==> src/design/gtbs_pkg.sv <==
// shared types and constants for the genotype tally by sex block
`default_nettype none
package gtbs_pkg;
    localparam int NumAlleles = 4;
    localparam int CountW = 11;
    localparam int TallyW = 17;
    localparam int SiteErrW = 27;
    localparam int ThetaW = 33;
    localparam int CallsW = 27;
    localparam int ErrSumW = 43;
    localparam int QuotW = 17;
    localparam int DivW = 43;
    localparam int DivCntW = 6;
    localparam logic [TallyW-1:0] OneQ16 = 17'd65536;

    typedef struct packed {
        logic accept;
        logic close_site;
        logic start_theta;
        logic start_err;
        logic emit_site;
        logic emit_summary;
        logic clear_contig;
    } t_cmd;

    typedef struct packed {
        logic site_ok;
        logic div_done;
    } t_status;

    typedef struct packed {
        logic                 kind;
        logic [31:0]          pos_calls;
        logic [TallyW-1:0]    t1;
        logic [TallyW-1:0]    t2;
        logic [TallyW-1:0]    t3;
        logic [TallyW-1:0]    t4;
        logic [TallyW-1:0]    t5;
        logic [TallyW-1:0]    t6;
        logic [1:0]           lo;
        logic [1:0]           hi;
        logic [QuotW-1:0]     theta;
        logic [QuotW-1:0]     err;
    } t_rec;
endpackage
`default_nettype wire

==> src/design/gtbs_div.sv <==
// restoring divider, one quotient bit per cycle, quotient saturated to 17 bits
`default_nettype none
module gtbs_div (
    input  wire logic                         i_clk,
    input  wire logic                         i_rst_n,
    input  wire logic                         i_start,
    input  wire logic [gtbs_pkg::DivW-1:0]    i_num,
    input  wire logic [gtbs_pkg::DivW-1:0]    i_den,
    output logic                              o_done,
    output logic [gtbs_pkg::QuotW-1:0]        o_quot
);
    logic [gtbs_pkg::DivW-1:0] r_rem, n_rem, r_quo, n_quo, r_num, n_num, r_den;
    logic [gtbs_pkg::DivCntW-1:0] r_cnt, n_cnt;
    logic r_busy, n_busy, r_done, n_done;
    logic [gtbs_pkg::DivW:0] w_trial;

    always_comb begin
        n_rem = r_rem; n_quo = r_quo; n_num = r_num; n_cnt = r_cnt;
        n_busy = r_busy; n_done = 1'b0;
        w_trial = {r_rem, r_num[gtbs_pkg::DivW-1]};
        if (i_start) begin
            n_rem = '0; n_quo = '0; n_num = i_num;
            n_cnt = gtbs_pkg::DivCntW'(gtbs_pkg::DivW);
            n_busy = (i_den != '0);
            n_done = (i_den == '0);
        end else if (r_busy) begin
            n_num = {r_num[gtbs_pkg::DivW-2:0], 1'b0};
            if (w_trial >= {1'b0, r_den}) begin
                n_rem = gtbs_pkg::DivW'(w_trial - {1'b0, r_den});
                n_quo = {r_quo[gtbs_pkg::DivW-2:0], 1'b1};
            end else begin
                n_rem = w_trial[gtbs_pkg::DivW-1:0];
                n_quo = {r_quo[gtbs_pkg::DivW-2:0], 1'b0};
            end
            n_cnt = r_cnt - 1'b1;
            if (r_cnt == gtbs_pkg::DivCntW'(1)) begin
                n_busy = 1'b0; n_done = 1'b1;
            end
        end
    end

    always_ff @(posedge i_clk) begin
        if (!i_rst_n) begin
            r_busy <= 1'b0; r_done <= 1'b0; r_cnt <= '0;
        end else begin
            r_busy <= n_busy; r_done <= n_done; r_cnt <= n_cnt;
        end
        r_rem <= n_rem; r_quo <= n_quo; r_num <= n_num;
        if (i_start) r_den <= i_den;
    end

    assign o_done = r_done;
    assign o_quot = (r_quo[gtbs_pkg::DivW-1:gtbs_pkg::QuotW] != '0) ? '1
                  : r_quo[gtbs_pkg::QuotW-1:0];
endmodule
`default_nettype wire

==> src/design/gtbs_datapath.sv <==
// tallies, contig totals, two dividers and the output register
`default_nettype none
module gtbs_datapath (
    input  wire logic                        i_clk,
    input  wire logic                        i_rst_n,
    input  wire gtbs_pkg::t_cmd              i_cmd,
    output gtbs_pkg::t_status                o_status,
    input  wire logic                        i_cfg_we,
    input  wire logic [16:0]                 i_cfg_data,
    input  wire logic [2:0]                  i_a1,
    input  wire logic [2:0]                  i_a2,
    input  wire logic [1:0]                  i_sex,
    input  wire logic [16:0]                 i_prob,
    input  wire logic [31:0]                 i_pos,
    output gtbs_pkg::t_rec                   o_rec
);
    localparam int CW = gtbs_pkg::CountW;
    localparam int TW = gtbs_pkg::TallyW;
    localparam logic [CW-1:0] CMax = '1;
    localparam logic [TW-1:0] TMax = '1;

    logic [16:0] r_wr;
    logic [CW-1:0] r_allele [gtbs_pkg::NumAlleles];
    logic [CW-1:0] r_hom [2*gtbs_pkg::NumAlleles];
    logic [CW-1:0] r_fhet, r_mhet, r_scalls;
    logic [gtbs_pkg::SiteErrW-1:0] r_serr;
    logic [TW-1:0] r_sites, r_three, r_four;
    logic [gtbs_pkg::ThetaW-1:0] r_theta;
    logic [gtbs_pkg::CallsW-1:0] r_ccalls;
    logic [gtbs_pkg::ErrSumW-1:0] r_cerr;
    logic [31:0] r_pos;
    logic [1:0] r_lo, r_hi;
    logic [CW-1:0] r_f1, r_f2, r_m1, r_m2, r_ofhet, r_omhet;
    logic r_site_ok;
    logic r_tdone, r_edone;
    logic [gtbs_pkg::QuotW-1:0] r_qtheta;
    logic [TW-1:0] r_o3, r_o4;
    logic [gtbs_pkg::CallsW-1:0] r_occ;
    gtbs_pkg::t_rec r_rec;

    logic v1, v2, comp, hom;
    logic [1:0] x1, x2;
    logic [16:0] pc;
    logic [2:0] div_n;
    logic [1:0] lo, hi;
    logic [CW+1:0] fsum, msum;
    logic [gtbs_pkg::SiteErrW:0] serr_add;
    logic [gtbs_pkg::ThetaW:0] th_add;
    logic [gtbs_pkg::CallsW:0] cc_add;
    logic [gtbs_pkg::ErrSumW:0] ce_add;
    logic [2:0] hslot;
    logic dv_done_t, dv_done_e;
    logic [gtbs_pkg::QuotW-1:0] q_t, q_e;

    assign v1 = !i_a1[2];
    assign v2 = !i_a2[2];
    assign x1 = i_a1[1:0];
    assign x2 = i_a2[1:0];
    assign comp = v1 && v2;
    // two missing codes count as equal
    assign hom = (v1 == v2) && (!v1 || x1 == x2);
    assign pc = (i_prob > gtbs_pkg::OneQ16) ? gtbs_pkg::OneQ16 : i_prob;
    assign hslot = {i_sex[0], x1};
    assign serr_add = {1'b0, r_serr} + (gtbs_pkg::SiteErrW+1)'(gtbs_pkg::OneQ16 - pc);

    always_comb begin
        div_n = '0; lo = '0; hi = '0;
        for (int k = 0; k < gtbs_pkg::NumAlleles; k++) begin
            if (r_allele[k] != '0) begin
                if (div_n == 3'd0) lo = 2'(k);
                else if (div_n == 3'd1) hi = 2'(k);
                div_n = div_n + 3'd1;
            end
        end
    end

    assign fsum = {2'b0, r_hom[{1'b0, lo}]} + {2'b0, r_hom[{1'b0, hi}]} + {2'b0, r_fhet};
    assign msum = {2'b0, r_hom[{1'b1, lo}]} + {2'b0, r_hom[{1'b1, hi}]} + {2'b0, r_mhet};
    assign th_add = {1'b0, r_theta} + (gtbs_pkg::ThetaW+1)'(r_wr);
    assign cc_add = {1'b0, r_ccalls} + (gtbs_pkg::CallsW+1)'(r_scalls);
    assign ce_add = {1'b0, r_cerr} + (gtbs_pkg::ErrSumW+1)'(r_serr);

    always_ff @(posedge i_clk) begin
        if (!i_rst_n) begin
            r_wr <= '0;
            for (int k = 0; k < gtbs_pkg::NumAlleles; k++) r_allele[k] <= '0;
            for (int k = 0; k < 2*gtbs_pkg::NumAlleles; k++) r_hom[k] <= '0;
            r_fhet <= '0; r_mhet <= '0; r_scalls <= '0; r_serr <= '0;
            r_sites <= '0; r_three <= '0; r_four <= '0; r_theta <= '0;
            r_ccalls <= '0; r_cerr <= '0; r_site_ok <= 1'b0;
            r_tdone <= 1'b0; r_edone <= 1'b0;
        end else begin
            if (i_cfg_we) r_wr <= i_cfg_data;
            if (i_cmd.accept) begin
                if (v1 && !(v2 && x1 == x2) && r_allele[x1] != CMax)
                    r_allele[x1] <= r_allele[x1] + 1'b1;
                if (v2 && !(v1 && x1 == x2) && r_allele[x2] != CMax)
                    r_allele[x2] <= r_allele[x2] + 1'b1;
                if (comp && x1 == x2)
                    r_allele[x1] <= (r_allele[x1] >= CMax - 1'b1) ? CMax
                                  : r_allele[x1] + 2'd2;
                if (comp) begin
                    if (r_scalls != CMax) r_scalls <= r_scalls + 1'b1;
                    r_serr <= serr_add[gtbs_pkg::SiteErrW] ? '1
                            : serr_add[gtbs_pkg::SiteErrW-1:0];
                end
                if (!i_sex[1]) begin
                    if (hom) begin
                        if (v1 && r_hom[hslot] != CMax) r_hom[hslot] <= r_hom[hslot] + 1'b1;
                    end else if (!i_sex[0]) begin
                        if (r_fhet != CMax) r_fhet <= r_fhet + 1'b1;
                    end else begin
                        if (r_mhet != CMax) r_mhet <= r_mhet + 1'b1;
                    end
                end
            end
            if (i_cmd.close_site) begin
                if (r_sites != TMax) r_sites <= r_sites + 1'b1;
                if (div_n > 3'd1)
                    r_theta <= th_add[gtbs_pkg::ThetaW] ? '1 : th_add[gtbs_pkg::ThetaW-1:0];
                r_site_ok <= (div_n == 3'd2) && (fsum != '0) && (msum != '0);
                if (div_n == 3'd2) begin
                    r_ccalls <= cc_add[gtbs_pkg::CallsW] ? '1 : cc_add[gtbs_pkg::CallsW-1:0];
                    r_cerr <= ce_add[gtbs_pkg::ErrSumW] ? '1 : ce_add[gtbs_pkg::ErrSumW-1:0];
                end else if (div_n == 3'd3) begin
                    if (r_three != TMax) r_three <= r_three + 1'b1;
                end else if (div_n == 3'd4) begin
                    if (r_four != TMax) r_four <= r_four + 1'b1;
                end
                for (int k = 0; k < gtbs_pkg::NumAlleles; k++) r_allele[k] <= '0;
                for (int k = 0; k < 2*gtbs_pkg::NumAlleles; k++) r_hom[k] <= '0;
                r_fhet <= '0; r_mhet <= '0; r_scalls <= '0; r_serr <= '0;
            end
            if (i_cmd.clear_contig) begin
                r_sites <= '0; r_three <= '0; r_four <= '0; r_theta <= '0;
                r_ccalls <= '0; r_cerr <= '0;
            end
            if (i_cmd.start_theta) r_tdone <= 1'b0;
            else if (dv_done_t) r_tdone <= 1'b1;
            if (i_cmd.start_err) r_edone <= 1'b0;
            else if (dv_done_e) r_edone <= 1'b1;
        end
        if (i_cmd.accept) r_pos <= i_pos;
        if (i_cmd.close_site) begin
            r_lo <= lo; r_hi <= hi;
            r_f1 <= r_hom[{1'b0, lo}]; r_f2 <= r_hom[{1'b0, hi}];
            r_m1 <= r_hom[{1'b1, lo}]; r_m2 <= r_hom[{1'b1, hi}];
            r_ofhet <= r_fhet; r_omhet <= r_mhet;
        end
        if (i_cmd.start_err) begin
            r_o3 <= r_three; r_o4 <= r_four; r_occ <= r_ccalls;
        end
        if (dv_done_t) r_qtheta <= q_t;
        if (i_cmd.emit_site) begin
            r_rec.kind <= 1'b0;
            r_rec.pos_calls <= r_pos;
            r_rec.t1 <= TW'(r_f1); r_rec.t2 <= TW'(r_ofhet); r_rec.t3 <= TW'(r_f2);
            r_rec.t4 <= TW'(r_m1); r_rec.t5 <= TW'(r_omhet); r_rec.t6 <= TW'(r_m2);
            r_rec.lo <= r_lo; r_rec.hi <= r_hi;
            r_rec.theta <= '0; r_rec.err <= '0;
        end else if (i_cmd.emit_summary) begin
            r_rec.kind <= 1'b1;
            r_rec.pos_calls <= 32'(r_occ);
            r_rec.t1 <= r_o3; r_rec.t2 <= r_o4;
            r_rec.t3 <= '0; r_rec.t4 <= '0; r_rec.t5 <= '0; r_rec.t6 <= '0;
            r_rec.lo <= '0; r_rec.hi <= '0;
            r_rec.theta <= r_qtheta; r_rec.err <= q_e;
        end
    end

    gtbs_div u_div_theta (
        .i_clk(i_clk), .i_rst_n(i_rst_n), .i_start(i_cmd.start_theta),
        .i_num(gtbs_pkg::DivW'(r_theta)), .i_den(gtbs_pkg::DivW'(r_sites)),
        .o_done(dv_done_t), .o_quot(q_t)
    );
    gtbs_div u_div_err (
        .i_clk(i_clk), .i_rst_n(i_rst_n), .i_start(i_cmd.start_err),
        .i_num(r_cerr), .i_den(gtbs_pkg::DivW'(r_ccalls)),
        .o_done(dv_done_e), .o_quot(q_e)
    );

    assign o_status.site_ok = r_site_ok;
    assign o_status.div_done = r_tdone && r_edone;
    assign o_rec = r_rec;
endmodule
`default_nettype wire

==> src/design/gtbs_ctrl.sv <==
// controller: item intake, site close, division wait and result delivery
`default_nettype none
module gtbs_ctrl (
    input  wire logic                 i_clk,
    input  wire logic                 i_rst_n,
    input  wire logic                 i_in_valid,
    input  wire logic                 i_last_site,
    input  wire logic                 i_last_contig,
    output logic                      o_in_ready,
    output logic                      o_out_valid,
    input  wire logic                 i_out_ready,
    output gtbs_pkg::t_cmd            o_cmd,
    input  wire gtbs_pkg::t_status    i_status
);
    localparam logic [2:0] SIdle = 3'd0, SClose = 3'd1, SCheck = 3'd2,
                           SSend = 3'd3, SDiv = 3'd4, SSum = 3'd5;
    logic [2:0] r_state, n_state;
    logic r_contig, n_contig, r_valid, n_valid, r_sum_next, n_sum_next;
    logic acc, free;

    assign free = !r_valid || i_out_ready;
    assign o_in_ready = (r_state == SIdle);
    assign acc = i_in_valid && o_in_ready;

    always_comb begin
        n_state = r_state; n_contig = r_contig; n_sum_next = r_sum_next;
        n_valid = r_valid && !i_out_ready;
        o_cmd = '0;
        o_cmd.accept = acc;
        case (r_state)
            SIdle: if (acc && i_last_site) begin
                n_contig = i_last_contig; n_state = SClose;
            end
            SClose: begin
                o_cmd.close_site = 1'b1; n_state = SCheck;
            end
            SCheck: begin
                if (r_contig) begin
                    o_cmd.start_theta = 1'b1; o_cmd.start_err = 1'b1;
                    o_cmd.clear_contig = 1'b1;
                end
                if (i_status.site_ok) n_state = SSend;
                else if (r_contig) n_state = SDiv;
                else n_state = SIdle;
            end
            SSend: if (free) begin
                o_cmd.emit_site = 1'b1; n_valid = 1'b1;
                n_state = r_contig ? SDiv : SIdle;
            end
            SDiv: if (i_status.div_done) n_state = SSum;
            SSum: if (free) begin
                o_cmd.emit_summary = 1'b1; n_valid = 1'b1; n_state = SIdle;
            end
            default: n_state = SIdle;
        endcase
        n_sum_next = 1'b0;
    end

    always_ff @(posedge i_clk) begin
        if (!i_rst_n) begin
            r_state <= SIdle; r_contig <= 1'b0; r_valid <= 1'b0; r_sum_next <= 1'b0;
        end else begin
            r_state <= n_state; r_contig <= n_contig; r_valid <= n_valid;
            r_sum_next <= n_sum_next;
        end
    end

    assign o_out_valid = r_valid && !r_sum_next;

`ifndef SYNTHESIS
    a_ready_idle: assert property (@(posedge i_clk) disable iff (!i_rst_n)
        o_in_ready |-> r_state == SIdle) else $error("ready outside idle");
    a_close_follows: assert property (@(posedge i_clk) disable iff (!i_rst_n)
        (acc && i_last_site) |=> o_cmd.close_site) else $error("site not closed");
    a_emit_one: assert property (@(posedge i_clk) disable iff (!i_rst_n)
        !(o_cmd.emit_site && o_cmd.emit_summary)) else $error("double emit");
`endif
endmodule
`default_nettype wire

==> src/design/genotype_tally_by_sex_core.sv <==
// top level of the genotype tally by sex block
// One item per cycle while a site is open. The item that closes a site is followed by
// site evaluation in SClose and SCheck, and in SSend when it yields a site record, plus any
// wait for the output register to empty, before the next item is taken; a contig close adds the
// wait for the two bit-serial dividers (43 quotient bits each, run side by side). Output holds in a
// register; the controller waits for it to be taken before loading another result.
`default_nettype none
module genotype_tally_by_sex_core (
    input  wire logic          i_clk,
    input  wire logic          i_rst_n,
    input  wire logic          i_cfg_we,
    input  wire logic [16:0]   i_cfg_data,
    input  wire logic          s_axis_tvalid,
    output logic               s_axis_tready,
    input  wire logic [63:0]   s_axis_tdata, // first_allele, second_allele, sex_code, call_probability, site_position
    input  wire logic          s_axis_tuser, // last_of_contig
    input  wire logic          s_axis_tlast,
    output logic               m_axis_tvalid,
    input  wire logic          m_axis_tready,
    output logic [175:0]       m_axis_tdata, // position_or_calls, tally_1..6, low_allele_index, high_allele_index, theta_per_site, mean_error
    output logic               m_axis_tuser  // record_kind
);
    gtbs_pkg::t_cmd cmd;
    gtbs_pkg::t_status st;
    gtbs_pkg::t_rec rec;

    gtbs_ctrl u_ctrl (
        .i_clk(i_clk), .i_rst_n(i_rst_n), .i_in_valid(s_axis_tvalid),
        .i_last_site(s_axis_tlast), .i_last_contig(s_axis_tuser),
        .o_in_ready(s_axis_tready), .o_out_valid(m_axis_tvalid),
        .i_out_ready(m_axis_tready), .o_cmd(cmd), .i_status(st)
    );
    gtbs_datapath u_dp (
        .i_clk(i_clk), .i_rst_n(i_rst_n), .i_cmd(cmd), .o_status(st),
        .i_cfg_we(i_cfg_we), .i_cfg_data(i_cfg_data),
        .i_a1(s_axis_tdata[2:0]), .i_a2(s_axis_tdata[5:3]), .i_sex(s_axis_tdata[7:6]),
        .i_prob(s_axis_tdata[24:8]), .i_pos(s_axis_tdata[56:25]), .o_rec(rec)
    );

    assign m_axis_tuser = rec.kind;
    assign m_axis_tdata = {4'd0, rec.err, rec.theta, rec.hi, rec.lo, rec.t6, rec.t5,
                           rec.t4, rec.t3, rec.t2, rec.t1, rec.pos_calls};
    logic unused_ok;
    assign unused_ok = ^s_axis_tdata[63:57];
endmodule
`default_nettype wire

==> config.mk <==
export PLATFORM = sky130hd
export DESIGN_NAME = genotype_tally_by_sex_core
export DESIGN_NICKNAME = d
export VERILOG_FILES = /design/src/design/gtbs_pkg.sv /design/src/design/gtbs_div.sv /design/src/design/gtbs_datapath.sv /design/src/design/gtbs_ctrl.sv /design/src/design/genotype_tally_by_sex_core.sv
export SDC_FILE = /design/constraint.sdc
export NUM_CORES = 2
export LEC_CHECK = 0
export ABC_AREA = 1
export BUFFER_PORTS_ARGS = -buffer_cell sky130_fd_sc_hd__buf_2
export CORE_MARGIN = 2
export CORE_UTILIZATION = 25
export CTS_BUF_LIST = sky130_fd_sc_hd__clkbuf_16
export CTS_CLUSTER_DIAMETER = 50
export DETAILED_ROUTE_END_ITERATION = 6
export SKIP_CTS_REPAIR_TIMING = 1
export SLEW_MARGIN = 25
export SYNTH_ARGS = -nofsm -noshare
export SYNTH_HDL_FRONTEND = slang
export SYNTH_SLANG_ARGS = --single-unit
==> constraint.sdc <==
create_clock -name i_clk -period 12.5 [get_ports i_clk]
set_input_delay 2.5 -clock i_clk [delete_from_list [all_inputs] [get_ports i_clk]]
set_output_delay 2.5 -clock i_clk [all_outputs]
set_load 0.02 [all_outputs]
==> reports/qor.tcl <==
set qor(finalNetCount) 8019
set qor(drt_drc_violations_left) 1
set qor(failed_checks) {design-rule violations}
set qor(seq_area_um2) 24900
set qor(hold_path_depth) 2
set qor(worst_path_most_repeated_cell) {nor2_1}
set qor(grt_pass1_wl_um) 267000
set qor(vdd.ir_drop.worst_mv) 0.0938
set qor(rows) 173
set qor(postRouteWirelength_um) 173000
set qor(critPathArrivalTime_ns) 8.28
set qor(nFillCells) 23900
set qor(intPower_mw) 7.12
set qor(power_per_cell_area_nw_per_um2) 171
set qor(grt_start_max_net_pins) 90
set qor(async_reset_ff_share_pct) 0
set qor(cpMaxStageDelayCell) {inv_1}
set qor(worst_path_largest_cell_delay_ns) 0.80
set qor(timing.critical_path.required_ns) 13.19
set qor(total_leakage_power_nw) 28.8
set qor(global_route.usage.total_pct) 14.7
set qor(post-route-period-util_pct) 60.7
set qor(hold_end) {u_dp.r_edone}
set qor(antenna_found_initial) 9
set qor(syn_area_per_cell_um2) 7.44
set qor(antenna-diode-count) 0
set qor(yosys.cell_count.top_type) {nand2_1}
set qor(synth_enable_flop_cells) 507
set qor(drt_first_pass_iters) 7
set qor(crit_path_start_kind) {register}
set qor(ys.flop_type) {edfxtp_1}
set qor(power.share.switching_pct) 36.3
set qor(synthesis.area_um2) 55900
set qor(cts_tree) {yes}
set qor(power_frac_clock_pct) 36.9
set qor(final.setup.worst_slack_ns) 4.91
set qor(synthDominantCellAreaShare_pct) 27.2
set qor(final-hold-violation-count) 0
set qor(worstMarginPinSlew_ns) 1.03
set qor(initial_core_util_pct) 25.2
set qor(clk_path_buf_depth) 3
set qor(grtUsageMet2_pct) 24.4
set qor(final.setup.tns_ns) 0
set qor(die_w_um) 477
set qor(synth.largest_area_cell) {edfxtp_1}
set qor(critical_path.reg2reg.startpoint) {u_dp.r_allele[1][9]}
set qor(worst_setup_hold_path_clk_slew_ns) 0.06
set qor(layoutNonFillerInstCount) 10800
set qor(synth.lib_cells_used.distinct) 60
set qor(synth_common_cells) {nand2_1, nor2_1, inv_1}
set qor(worst_hold_start) {u_dp.u_div_err.o_done}
set qor(part_of_the_total_power_dissipated_in_combinational_logic_pct) 27.8
set qor(cts-buffers-inserted) 144
set qor(place.detailed.instances) 10600
set qor(clock_skew_ns) 0.0716
set qor(r2r.worst_path.cells) 36
set qor(drive_above_1_share_pct) 7.42
set qor(insertion_delay_ns) 0.82
set qor(multi_input_area_um2) 26700
set qor(h-tree-depth) 4
set qor(detailroute.via_count) 50200
set qor(port_buffers) 231
set qor(endpoint_kind) {register}
set qor(rr_endpoint) {u_dp.r_site_ok}
set qor(setup-violations-final) 0
set qor(globalRouteMet1Util_pct) 19.1
set qor(top_cells_by_area_in_the_synthesized_netlist) {edfxtp_1, dfxtp_1, nand2_1, nor2_1, inv_1}
set qor(ctsRootBufferMaster) {clkbuf_16}
set qor(run_status) {complete, but fails checks}
set qor(worst-setup-path-type) {register to register}
set qor(yosys_register_bits) 991
set qor(met3_usage_pct) 2.34
set qor(final.min_clock_period_ns) 7.59
set qor(ioPinCount) 267
set qor(route.detailed.wl_per_inst_um) 16.0
set qor(drt_iter0_drc) 3612
set qor(worstHoldPathType) {register to register}
set qor(cap_viol_max_count) 0
set qor(design.core.area_um2) 222000
set qor(final_core_utilization_pct) 29.4
set qor(total_switching_power_mw) 4.06
set qor(ys_seq_area_share_pct) 44.6
set qor(largest_reg_flops) 149
set qor(relSlewSlack_pct) 31.5
set qor(die_height_um) 477
set qor(globalplace.congestion) 0.953
set qor(dp_hpwl_um) 127000
set qor(unrepaired_setup_endpoints_after_global_routing) {false}
set qor(final_cell_area_um2) 65300
set qor(viasPerCell) 4.64
set qor(pre_cts_ws_ns) 4.94
set qor(synth-warning-count) 0
set qor(grt_remaining_overflow) 0
set qor(placed_cell_area_um2) 60200
set qor(die_area_um2) 227000
set qor(antenna_left) 0
set qor(seqPwrFrac_pct) 35.2
set qor(worst-r2r-setup-slack_ns) 4.91
set qor(area.growth.synth_to_final_pct) 16.7
set qor(vias_in_the_first_global_route) 47900
set qor(report.final.slew_viol_count) 0
set qor(clock-sinks) 991
set qor(worst-path-max-fanout) 66
set qor(power_mw) 11.2
set qor(timing.hold.ws_ns) 0.449
set qor(max_freq_mhz) 132
set qor(synthesis.instances) 7516
set qor(busiest_layer) {met2}
-- kinds of logic after synthesis --
kind of cell | share of synthesized area, %
adder cells (fa/ha/maj) | 4.79
buffers and inverters | 8.09
XOR/XNOR | 3.24
other | 0.00671
AND/OR/NAND/NOR | 28.1
AO/OA/AOI/OAI | 11.2
multiplexers | 0.0403
flip-flops | 44.6
-- cell usage in the layout (no fill, tap or decap), types with 16 or more instances in the layout --
cell type and instances:
a21oi_1 421, a22o_1 23, a22oi_1 105, buf_2 231, buf_4 40, clkbuf_16 145, clkinv_1 27, conb_1 38
dfxtp_1 483, edfxtp_1 507, ha_1 198, inv_1 894, inv_2 20, inv_6 22, nand2_1 2121, nand3_1 416
nand3b_1 16, nand4_1 125, nor2_1 939, nor3_1 98, nor4_1 36, o211ai_1 26, o21ai_0 484, o21bai_1 24
xnor2_1 66, xor2_1 141
-- how the worst max path moves through the flow --
stage	from	endpoint	slack, ns	cells after the start
6_report	u_dp.r_allele[1][9]	u_dp.r_site_ok	4.91	36
5_1_grt	u_dp.r_allele[1][9]	u_dp.r_site_ok	4.21	36
3_5_place_dp	u_dp.r_allele[1][9]	u_dp.r_site_ok	4.94	36
3_3_place_gp	u_dp.r_allele[1][9]	u_dp.r_site_ok	5.06	35
4_1_cts	u_dp.r_allele[1][9]	u_dp.r_site_ok	4.88	36
2_1_floorplan	s_axis_tdata[9]	u_dp.r_serr[11]	6.52	24
-- worst max-delay path, delay by kind of cell (launching register included) --
kind,cells,cell delay (ns)
AOI/OAI and AO/OA,3,1.10
xor gates and xnor gates,1,0.09
adders and majority gates,4,1.16
buffers and inverters,5,1.38
DFF,1,0.41
and+or+nand+nor,23,3.24
-- power groups by stage --
| stage | logic, mW | clock network (mW) | registers (mW) |
|---|---|---|---|
| floorplan | 2.16 | 0 | 3.99 |
| global placement | 3.07 | 0 | 3.99 |
| detailed placement | 3.07 | 0 | 4.00 |
| CTS | 3.09 | 4.23 | 3.94 |
| global route | 3.50 | 4.37 | 3.97 |
| finish | 3.11 | 4.13 | 3.94 |
-- final cells by class --
type,instances,share of cell area [%]
timing repair buffer,273,2.30
sequential,991,38.2
inverter,905,5.22
clock inverter,124,2.11
multi-input combinational,5408,40.9
clock buffer,145,5.56
tap,2975,5.70
-- routing by layer --
metal	up-vias	routed length, µm
met4	6	5360
met3	288	8670
li1	25000	-
met1	23500	78500
met2	1359	80100
met5	-	35
(Power assumes the default switching activity.)
